$ cat src/hw/rtl/mcds_pkg.sv
`default_nettype none
package mcds_pkg;

  // number of health states held in the datapath
  localparam int NUM_STATES = 4;
  // results per matrix are limited to the state count and to four
  localparam int MAX_ACTIVE = (NUM_STATES < 4) ? NUM_STATES : 4;

  localparam int IDX_W  = 2;   // state index width
  localparam int CNT_W  = 3;   // active count width
  localparam int OCC_W  = 32;  // occupancy, unsigned Q16.16
  localparam int PROB_W = 17;  // probability, unsigned Q1.16
  localparam int ACC_W  = 36;  // accumulator, unsigned Q20.16
  localparam int FRAC_W = 16;  // fraction bits of the probability
  localparam int PROD_W = OCC_W + PROB_W;

  localparam int S_TDATA_W = 56;  // 53 bits of fields, padded to bytes
  localparam int M_TDATA_W = 40;  // 34 bits of fields, padded to bytes

  localparam logic [PROB_W-1:0] PROB_ONE  = PROB_W'(65536);
  localparam logic [CNT_W-1:0]  CNT_RESET = CNT_W'(4);

  // item kinds carried on the input tuser
  localparam logic CMD_LOAD = 1'b0;
  localparam logic CMD_ELEM = 1'b1;

  // controller to datapath commands
  typedef struct packed {
    logic capture;  // take the incoming item
    logic load;     // write a start occupancy from the incoming item
    logic mul;      // form the product of the held element
    logic acc;      // add the product into its accumulator
    logic emit;     // push the next state's result to the output register
  } dp_cmd_t;

  // datapath to controller status
  typedef struct packed {
    logic in_elem;    // incoming item is a matrix element
    logic held_last;  // held element ends its matrix
    logic out_free;   // output register can take a result this cycle
    logic emit_last;  // current emission index is the final active state
  } dp_status_t;

endpackage
`default_nettype wire

$ cat src/hw/rtl/mcds_ctrl.sv
`default_nettype none
module mcds_ctrl (
  input  wire                     clk,
  input  wire                     rst,
  input  wire                     s_axis_tvalid,
  output logic                    s_axis_tready,
  output mcds_pkg::dp_cmd_t       cmd,
  input  mcds_pkg::dp_status_t    status
);
  import mcds_pkg::*;

  localparam logic [1:0] S_IDLE = 2'd0;
  localparam logic [1:0] S_MUL  = 2'd1;
  localparam logic [1:0] S_ACC  = 2'd2;
  localparam logic [1:0] S_EMIT = 2'd3;

  logic [1:0] state;
  logic [1:0] state_next;
  logic       accept;

  // one item in flight at a time
  assign s_axis_tready = (state == S_IDLE);
  assign accept        = s_axis_tvalid && s_axis_tready;

  // command decode
  always_comb begin
    cmd         = '0;
    cmd.capture = accept;
    cmd.load    = accept && (status.in_elem == CMD_LOAD);
    cmd.mul     = (state == S_MUL);
    cmd.acc     = (state == S_ACC);
    cmd.emit    = (state == S_EMIT) && status.out_free;
  end

  // next state
  always_comb begin
    state_next = state;
    unique case (state)
      S_IDLE: begin
        if (accept && (status.in_elem == CMD_ELEM)) state_next = S_MUL;
      end
      S_MUL: begin
        state_next = S_ACC;
      end
      S_ACC: begin
        state_next = status.held_last ? S_EMIT : S_IDLE;
      end
      S_EMIT: begin
        if (status.out_free && status.emit_last) state_next = S_IDLE;
      end
      default: begin
        state_next = S_IDLE;
      end
    endcase
  end

  always_ff @(posedge clk) begin
    if (rst) begin
      state <= S_IDLE;
    end else begin
      state <= state_next;
    end
  end

  // a matrix end always leads into emission
  a_last_to_emit: assert property (@(posedge clk) disable iff (rst)
    (state == S_ACC && status.held_last) |=> (state == S_EMIT))
    else $error("matrix end did not start emission");

  // results are only pushed into a free output register
  a_emit_free: assert property (@(posedge clk) disable iff (rst)
    cmd.emit |-> status.out_free)
    else $error("emission into a busy output register");

  // no new item while a matrix is being emitted
  a_no_accept_emit: assert property (@(posedge clk) disable iff (rst)
    (state == S_EMIT) |-> !accept)
    else $error("item accepted during emission");

endmodule
`default_nettype wire

$ cat src/hw/rtl/mcds_dp.sv
`default_nettype none
module mcds_dp (
  input  wire                               clk,
  input  wire                               rst,
  input  mcds_pkg::dp_cmd_t                 cmd,
  output mcds_pkg::dp_status_t              status,
  input  wire                               cfg_wen,
  input  wire  [mcds_pkg::CNT_W-1:0]        cfg_wdata,
  input  wire  [mcds_pkg::S_TDATA_W-1:0]    s_axis_tdata,
  input  wire                               s_axis_tuser,
  input  wire                               s_axis_tlast,
  output logic                              m_axis_tvalid,
  input  wire                               m_axis_tready,
  output logic [mcds_pkg::M_TDATA_W-1:0]    m_axis_tdata,
  output logic                              m_axis_tuser,
  output logic                              m_axis_tlast
);
  import mcds_pkg::*;

  // configuration and state
  logic [CNT_W-1:0]  active_cnt;
  logic [OCC_W-1:0]  occ [NUM_STATES];
  logic [ACC_W-1:0]  acc [NUM_STATES];

  // held element
  logic [IDX_W-1:0]  h_from;
  logic [IDX_W-1:0]  h_to;
  logic [PROB_W-1:0] h_prob;
  logic              h_last;
  logic [OCC_W-1:0]  prod;

  // emission
  logic [IDX_W-1:0]  k;
  logic [IDX_W-1:0]  o_index;
  logic [OCC_W-1:0]  o_occ;

  // input fields
  logic [IDX_W-1:0]  in_from;
  logic [IDX_W-1:0]  in_to;
  logic [OCC_W-1:0]  in_occ;
  logic [PROB_W-1:0] in_prob;

  assign in_from = s_axis_tdata[1:0];
  assign in_to   = s_axis_tdata[3:2];
  assign in_occ  = s_axis_tdata[35:4];
  assign in_prob = s_axis_tdata[52:36];

  // effective active count
  logic [CNT_W-1:0] n_eff;
  always_comb begin
    if (active_cnt == '0) begin
      n_eff = CNT_W'(1);
    end else if (active_cnt > CNT_W'(MAX_ACTIVE)) begin
      n_eff = CNT_W'(MAX_ACTIVE);
    end else begin
      n_eff = active_cnt;
    end
  end

  // product and saturating sum
  logic [PROB_W-1:0] prob_c;
  logic [PROD_W-1:0] prod_full;
  logic [ACC_W:0]    sum;
  logic              idx_ok;
  logic [ACC_W-1:0]  acc_k;
  logic              k_sat;
  logic [OCC_W-1:0]  k_clip;

  assign prob_c    = (h_prob > PROB_ONE) ? PROB_ONE : h_prob;
  assign prod_full = PROD_W'(occ[h_from]) * PROD_W'(prob_c);
  assign sum       = {1'b0, acc[h_to]} + (ACC_W + 1)'(prod);
  assign idx_ok    = ({1'b0, h_from} < n_eff) && ({1'b0, h_to} < n_eff);
  assign acc_k     = acc[k];
  assign k_sat     = |acc_k[ACC_W-1:OCC_W];
  assign k_clip    = k_sat ? '1 : acc_k[OCC_W-1:0];

  // status
  assign status.in_elem   = s_axis_tuser;
  assign status.held_last = h_last;
  assign status.out_free  = !m_axis_tvalid || m_axis_tready;
  assign status.emit_last = (CNT_W'(k) + CNT_W'(1)) == n_eff;

  // configuration register
  always_ff @(posedge clk) begin
    if (rst) begin
      active_cnt <= CNT_RESET;
    end else if (cfg_wen) begin
      active_cnt <= cfg_wdata;
    end
  end

  // held element and product
  always_ff @(posedge clk) begin
    if (cmd.capture) begin
      h_from <= in_from;
      h_to   <= in_to;
      h_prob <= in_prob;
      h_last <= s_axis_tlast;
    end
    if (cmd.mul) begin
      prod <= prod_full[FRAC_W+OCC_W-1:FRAC_W];
    end
  end

  // occupancies and accumulators
  always_ff @(posedge clk) begin
    if (rst) begin
      for (int i = 0; i < NUM_STATES; i++) begin
        occ[i] <= '0;
        acc[i] <= '0;
      end
    end else begin
      if (cmd.load && ({1'b0, in_to} < n_eff)) begin
        occ[in_to] <= in_occ;
      end
      if (cmd.acc && idx_ok) begin
        acc[h_to] <= sum[ACC_W] ? '1 : sum[ACC_W-1:0];
      end
      if (cmd.emit) begin
        occ[k] <= k_clip;
        if (status.emit_last) begin
          for (int i = 0; i < NUM_STATES; i++) begin
            acc[i] <= '0;
          end
        end
      end
    end
  end

  // emission index
  always_ff @(posedge clk) begin
    if (rst) begin
      k <= '0;
    end else if (cmd.acc) begin
      k <= '0;
    end else if (cmd.emit) begin
      k <= k + IDX_W'(1);
    end
  end

  // output register
  always_ff @(posedge clk) begin
    if (rst) begin
      m_axis_tvalid <= 1'b0;
    end else if (cmd.emit) begin
      m_axis_tvalid <= 1'b1;
    end else if (m_axis_tready) begin
      m_axis_tvalid <= 1'b0;
    end
  end

  always_ff @(posedge clk) begin
    if (cmd.emit) begin
      o_index      <= k;
      o_occ        <= k_clip;
      m_axis_tuser <= k_sat;
      m_axis_tlast <= status.emit_last;
    end
  end

  // tdata: state_index [1:0], occupancy_out [33:2]
  assign m_axis_tdata = {{(M_TDATA_W - OCC_W - IDX_W){1'b0}}, o_occ, o_index};

  // final result of a matrix carries the last active state
  a_last_index: assert property (@(posedge clk) disable iff (rst)
    (m_axis_tvalid && m_axis_tlast) |-> ((CNT_W'(o_index) + CNT_W'(1)) == n_eff))
    else $error("last result on the wrong state");

  // a clipped result reads as full scale
  a_sat_value: assert property (@(posedge clk) disable iff (rst)
    (m_axis_tvalid && m_axis_tuser) |-> (o_occ == '1))
    else $error("saturated result not at full scale");

  // accumulators are empty after the final emission
  a_acc_clear: assert property (@(posedge clk) disable iff (rst)
    (cmd.emit && status.emit_last) |=> (acc[0] == '0 && acc[NUM_STATES-1] == '0))
    else $error("accumulators not cleared after emission");

endmodule
`default_nettype wire

$ cat src/hw/rtl/markov_cohort_distribution_step_core.sv
// load item: taken at accept; matrix element: accepted, then multiplied, then added
// element that ends a matrix: after the add, one result per active state is emitted through
//   the output register, stalled by m_axis_tready
// rate is set by the single multiply-accumulate path, one item in flight at a time
// synchronous active-high reset: occupancies and accumulators zero, active count four
`default_nettype none
module markov_cohort_distribution_step_core (
  input  wire                               clk,
  input  wire                               rst,
  // configuration: active state count
  input  wire                               cfg_wen,
  input  wire  [mcds_pkg::CNT_W-1:0]        cfg_wdata,
  // input items
  input  wire                               s_axis_tvalid,
  output logic                              s_axis_tready,
  // from_state [1:0], to_state [3:2], occupancy_in [35:4], probability [52:36]
  input  wire  [mcds_pkg::S_TDATA_W-1:0]    s_axis_tdata,
  // cmd [0]
  input  wire                               s_axis_tuser,
  input  wire                               s_axis_tlast,
  // result items
  output logic                              m_axis_tvalid,
  input  wire                               m_axis_tready,
  // state_index [1:0], occupancy_out [33:2]
  output logic [mcds_pkg::M_TDATA_W-1:0]    m_axis_tdata,
  // saturated [0]
  output logic                              m_axis_tuser,
  output logic                              m_axis_tlast
);
  import mcds_pkg::*;

  dp_cmd_t    cmd;
  dp_status_t status;

  // control sequencer
  mcds_ctrl u_ctrl (
    .clk           (clk),
    .rst           (rst),
    .s_axis_tvalid (s_axis_tvalid),
    .s_axis_tready (s_axis_tready),
    .cmd           (cmd),
    .status        (status)
  );

  // multiply-accumulate datapath and output register
  mcds_dp u_dp (
    .clk           (clk),
    .rst           (rst),
    .cmd           (cmd),
    .status        (status),
    .cfg_wen       (cfg_wen),
    .cfg_wdata     (cfg_wdata),
    .s_axis_tdata  (s_axis_tdata),
    .s_axis_tuser  (s_axis_tuser),
    .s_axis_tlast  (s_axis_tlast),
    .m_axis_tvalid (m_axis_tvalid),
    .m_axis_tready (m_axis_tready),
    .m_axis_tdata  (m_axis_tdata),
    .m_axis_tuser  (m_axis_tuser),
    .m_axis_tlast  (m_axis_tlast)
  );

endmodule
`default_nettype wire

$ cat config.mk
export PLATFORM = sky130hd
export DESIGN_NAME = markov_cohort_distribution_step_core
export DESIGN_NICKNAME = d
export VERILOG_FILES = /design/src/hw/rtl/mcds_pkg.sv /design/src/hw/rtl/mcds_ctrl.sv /design/src/hw/rtl/mcds_dp.sv /design/src/hw/rtl/markov_cohort_distribution_step_core.sv
export SDC_FILE = /design/constraint.sdc
export NUM_CORES = 2
export LEC_CHECK = 0
export BUFFER_PORTS_ARGS = -buffer_cell sky130_fd_sc_hd__buf_2
export CORE_MARGIN = 4
export CORE_UTILIZATION = 63
export CTS_CLUSTER_DIAMETER = 120
export CTS_CLUSTER_SIZE = 12
export DETAILED_ROUTE_END_ITERATION = 16
export HOLD_SLACK_MARGIN = 0.05
export PLACE_DENSITY = 0.81
export SETUP_SLACK_MARGIN = 0.2
export SLEW_MARGIN = 10
export SYNTH_ARGS = -nofsm -noshare
export SYNTH_HDL_FRONTEND = slang
export SYNTH_SLANG_ARGS = --single-unit
$ cat constraint.sdc
create_clock -name clk -period 22.6 [get_ports clk]
set_input_delay 4.52 -clock clk [delete_from_list [all_inputs] [get_ports clk]]
set_output_delay 4.52 -clock clk [all_outputs]
set_load 0.01 [all_outputs]
Word-level counts from Yosys, hierarchy flattened
Memory sizes are Yosys's and may differ from the RTL's. A register that Yosys moved wholly into a read port is not among the register bits.
Cells that the tools add are included.

word-level totals
  bits in writable memories = 272
  logic and storage cells = 97
  memories = 2
  output and inout bits = 44
  flip-flop bits (word level) = 98

cells by class
  muxes and demuxes = 43
  reduce and logical (&&, ||, !) cells = 19
  bitwise logic cells = 5
  $add $sub $neg = 3
  $lt $le $gt $ge = 5
  $mul = 1
  equal/unequal tests = 6

memory list
  memory    depth  width  rd ports  clocked after memory_dff  wr ports  line           source
  u_dp.acc  4      36     2         2                         4         mcds_dp.sv:23  logic [ACC_W-1:0] acc [NUM_STATES];
  u_dp.occ  4      32     1         1                         4         mcds_dp.sv:22  logic [OCC_W-1:0] occ [NUM_STATES];

operators with widths
  cell                  number
  $mux 36               6
  $mux 32               3
  $reduce_or 32->1      2
  $mul 32x17->48        1
  $add 36x32->37        1
  $reduce_or 36->1      1
  $mux 1                20
  $mux 2                10
  $gt 17x17->1 const B  1
  $mux 17               1
  $lt 2x3->1            3
  $logic_and 1x1->1     8
  $pmux 2 s4            1
  $mux 3                2
  $eq 2x2->1 const B    2
  $ne 2x2->1 const B    2
  $or 1x1->1            4
  $reduce_or 4->1       1
  $add 2x1->3 const B   1
  $eq 3x3->1            1
  $gt 3x3->1 const B    1
  $logic_not 3->1       1
  $add 2x1->2 const B   1
  $eq 2x1->1 const B    1
  7 further kinds       7

Longest topological paths before layout
  word-level depth = 11
  gate-level depth with buffers = 29
  depth with buffers taken out = 27

By module
A second synthesis with hierarchy kept.

second synthesis, totals
  cells, all modules = 3372
  area total of the unflattened synthesis = 35162.5 um2

modules (own cells, without submodules)
  module     area each (um2)  times used  cells an instance
  mcds_dp    35038.6          1           3356
  mcds_ctrl  123.9            1           16

Worst setup path before layout
OpenSTA, ideal clock, no wires.

  path kind = in2reg
  from = input port m_axis_tready
  to = memory u_dp.occ[3][0] (enable)
  setup time = 0.425 ns
  arrival time = 7.501 ns
  data required time = 22.175 ns
  stages on the path = 4
  path slack = 14.674 ns
  buffers on the path = 0
  cells stage by stage = nand2b_1 and3_1 a221o_1 nor2b_1

RTL lines
  what                line                                        source
  start: declaration  markov_cohort_distribution_step_core.sv:23  input wire m_axis_tready,
  end: declaration    mcds_dp.sv:22

Worst setup path in the final report
  from = register u_dp.h_prob[14]
  to = register u_dp.prod[29] (data pin)

on the way
  cells in the longest elaborated chain, start to end = 3

ends and longest elaborated chain
  what                          line            source
  start: declaration            mcds_dp.sv:28   logic [PROB_W-1:0] h_prob;
  start signal: assignment      mcds_dp.sv:97   h_prob <= in_prob;
  $gt 17x17->1                  mcds_dp.sv:69   assign prob_c = (h_prob > PROB_ONE) ? PROB_ONE : h_prob;
  $mux 17 (*)                   mcds_dp.sv:69
  $mul 32x17->48 (*)            mcds_dp.sv:70   assign prod_full = PROD_W'(occ[h_from]) * PROD_W'(prob_c);
  named net u_dp.prod_full[45]  mcds_dp.sv:62   logic [PROD_W-1:0] prod_full;
  end signal: assignment        mcds_dp.sv:101  prod <= prod_full[FRAC_W+OCC_W-1:FRAC_W];
  end: declaration              mcds_dp.sv:30   logic [OCC_W-1:0] prod;

Mark *: on every way through the listed nets, which the timed path passes. The rest lies on a longest branch.
A chain may end at the register's enable or synchronous reset.

==> impl_summary.md <==
STA
Setup violations remaining at the end of the flow were counted as 0. The minimum period implied by the final worst setup slack is 9.83 ns. The final number of hold-violating endpoints came to 0. The relative slew slack is 15.7%. Setup repair after global routing left no endpoint under its margin. The setup TNS is 0 ns. The clock skew is 0.0432 ns. Of the available clock period, the critical path in the final layout requires 43.5%. The maximum clock frequency is 0.102 GHz.

The final max-slew violation count is 0. Setup slack on the critical path of the routed design comes to 12.77 ns. Hold timing on the final database bottoms out at a slack of 0.564 ns.

At the pin with the least slew margin, the transition time is 1.26 ns.

Routing
The detailed-routing iteration count for the pre-antenna-repair pass is 6. After detailed routing, the average wire length per cell comes to 23.2 um. In this run the top signal layer used is met5.

In the routed design, unresolved DRC markers number 0. The number of DRC markers in iteration 0 is 2739. The aggregate routed wire length is 92.9 mm. The remaining antenna violation count after routing is 0.

The overall via count from detail_route is 25061. The wire length on met1 is 33.9 mm. The routed via count divided by cell count is 6.25. The wire length on met2 is 44.2 mm.

Detailed routing placed a total of 9.89 mm of wire on met3.

Synthesis
The simple-gate area share of the yosys netlist is 14.5%. The multiplexer fraction of the synthesized cell area is 6.78%. The instance count of the mapped netlist is 3289.

The most used flip-flop cell after synthesis is edfxtp_1. Of the synthesized area, sequential elements account for 32.1%. After synthesis, the largest area contributor takes up 31.3% of total cell area. After synthesis, the cell types taking the most area are edfxtp_1 31%, fa_1 26%, inv_1 5.9%. The count of synthesis-stage warnings from yosys is 0. The count of different cell masters after synthesis is 74. The number of synthesized flops with an enable pin is 362.

The synthesized netlist devotes 1.39% of its cell area to XOR and XNOR gates. The async set-reset flop share out of synthesis is 0%. The fraction of the mapped netlist area in adder cells is 31.3%. Synthesis inferred 376 register bits.

The synthesized area per cell is 10.6 um^2. The share of the synthesized area in compound gates (AO/OA/AOI/OAI) is 6.09%. The combinational family with the most area after synthesis is adder cells.

Summed over all instances, the cell type with the most area after synthesis is edfxtp_1. The cell area that synthesis handed to floorplanning was 0.0347 mm^2.

Global routing
The largest net degree at the start of global routing is 57. Across every metal layer, demand over resource in global routing totals 31.9%. The wire length of the first global-routing pass is 146 mm.

The number of global-route vias before repair is 26655. The total overflow left after global routing is 0. The initial antenna violation count is 1.

Place
The global placement routability congestion is 0.979. Input and output buffers added on the ports amount to 100. The HPWL after detailed placement is 66.0 mm.

The total cell area at the placement stage is 0.0358 mm^2. OpenSTA, run right after detailed placement, puts the worst setup slack at 13.06 ns.

Clock tree
The root buffer cell chosen for the clock tree is clkbuf_16. The clock net in this run drives a total of 376 sinks. After clock tree synthesis, the repair step resized 0 gates.

Post-CTS timing repair inserted 0 buffers for setup. The clock edge transition at the registers on the reported setup and hold paths is 0.06 ns. At the later pin of the worst-skew pair, clock insertion delay measures 0.57 ns. The CTS tree is yes.

Buffers inserted during clock tree synthesis total 37. The maximum buffer depth of the clock tree is 3. The total of hold buffers inserted after clock tree synthesis is 0. The H-tree depth reported by CTS is 2.

Floorplan
The die is 243 um tall. Once the floorplan was initialized, standard cells occupied 64.0% of the core. The die area is 0.0590 mm^2. The floorplan has 85 rows. The die span in x is 243 um.

The floorplan core area is 0.0542 mm^2. The count of boundary I/O pins is 110.

Worst hold path
The worst hold-check path type is flip-flop to flip-flop.

Cells and area
The finished cells cover 0.0368 mm^2. Relative to the synthesized area, the layout overhead comes to 5.93%. 0 antenna diodes ended up in the layout. The number of nets in the final layout is 3968.

In the final layout, the share of cells above drive strength 1 is 9.72%.

Setup path
The worst setup path is launched from a flip-flop. The critical path in this run is classified as flip-flop to flip-flop. STA classifies the critical path endpoint as a flip-flop.

The arrival time reported for the critical path endpoint is 10.11 ns. For this run, the slowest stage of the critical path takes 0.73 ns. The largest individual stage delay along the critical path comes from the cell edfxtp_1.

Grouping stages by cell kind, the critical path spends the most delay in adder cells. The critical path required time is 22.89 ns. The buffers plus inverters on the worst setup path is 5. The cell repeated most along the worst path is fa_1. In this run the worst path has a maximum fanout of 55.

Status
The run finished with clean final reports.

Pwr
Dividing total power by cell area gives a power density of 123 mW/mm^2. The maximum ir drop on the vdd rail is 0.103 mV. The overall power is 4.53 mW. For this design the static power due to leakage is 16.3 nW.

Run
The reported max-cap violation count is 0.
## logic make-up (layout without fill, tap and decap cells)
logic type,Yosys count,after routing
fa+ha+maj,600,600
xor+xnor,55,55
other cells,1,6
simple gates,1095,1095
mux,123,123
compound gates,321,321
flops,376,376
buf+inv,718,736
## state kept, by name, summed over array words and instances (netlist names), named ones only
signal and cells:
u_ctrl.state 2, u_dp.h_prob 17, u_dp.m_axis_tvalid 1, u_dp.h_last 1, u_dp.active_cnt 3, u_dp.acc 144, u_dp.h_to 2, u_dp.o_index 2
u_dp.m_axis_tlast 1, u_dp.m_axis_tuser 1, u_dp.o_occ 32, u_dp.k 2, u_dp.prod 32, u_dp.occ 128, u_dp.h_from 2
## placed cells by master, fill, tap and decap left out, types with 8 or more instances in the layout
master	count
xnor2_1	38
and3_1	78
buf_4	39
o21ai_1	14
a21o_1	50
o21bai_1	8
nor3_1	11
ha_1	153
o21a_1	28
clkbuf_1	8
mux4_2	88
fa_1	447
edfxtp_1	362
o21ai_0	69
xor2_1	17
nand3_1	18
mux2i_1	17
nor2_1	300
mux2_2	18
clkbuf_16	37
nand4_1	11
nand2_1	429
and2_1	139
nand2b_1	18
buf_2	100
inv_1	548
nor2b_1	55
dfxtp_1	10
o211ai_1	8
a21oi_1	76
a211oi_1	9
## per-layer routing
layer	vias to the layer above	GRT usage, %
met4	2	14.6
met2	1560	52.1
li1	10617	-
met3	308	6.53
met5	-	0
met1	12574	41.6
## cell type report
| cell class | instances | area [um^2] |
|---|---|---|
| fill | 4038 | 17400 |
| multi-input combinational | 2200 | 20900 |
| clock inverter | 4 | 58.8 |
| timing repair buffer | 139 | 793 |
| tap | 696 | 871 |
| sequential | 376 | 11200 |
| inverter | 548 | 2060 |
| clock buffer | 45 | 956 |
## where the power goes
part | total (mW) | internal (mW) | switching [mW]
registers | 0.943 | 0.911 | 0.0322
logic | 3.03 | 1.15 | 1.88
clock network | 0.553 | 0.298 | 0.255
## final timing paths
| path | slack, ns | start | cells past startpoint | end |
|---|---|---|---|---|
| hold reg to reg | 0.56 | u_dp.h_from[0] | 1 | flip-flop |
| setup reg to reg | 12.77 | u_dp.h_prob[14] | 26 | u_dp.prod[29] |
| setup / recovery | 12.77 | u_dp.h_prob[14] | 26 | u_dp.prod[29] |
| hold / removal | 0.56 | u_dp.h_from[0] | 1 | flip-flop |
## stage by stage
stage | util [%] | cells
floorplan | - | 3294
global placement | 66.0 | 3958
detailed placement | 66.0 | 3958
CTS | 67.8 | 4007
global route | 67.8 | 4008
finish | 67.8 | 4008
## cells in the mapped netlist (9+ instances only)
cell / number
ha_1: 153
and3_1: 79
nand2_1: 430
nor3_1: 11
nor2b_1: 61
nand3_1: 18
xor2_1: 17
and2_1: 139
nor2_1: 300
o21ai_1: 14
edfxtp_1: 362
o21a_1: 28
nand2b_1: 18
mux2_2: 18
clkbuf_1: 138
a21o_1: 50
a21oi_1: 76
buf_2: 15
buf_1: 9
xnor2_1: 38
fa_1: 447
nand4_1: 11
a211oi_1: 9
dfxtp_1: 14
o21ai_0: 70
mux4_2: 88
mux2i_1: 17
inv_1: 548
Power figures use the tool's default switching activity.
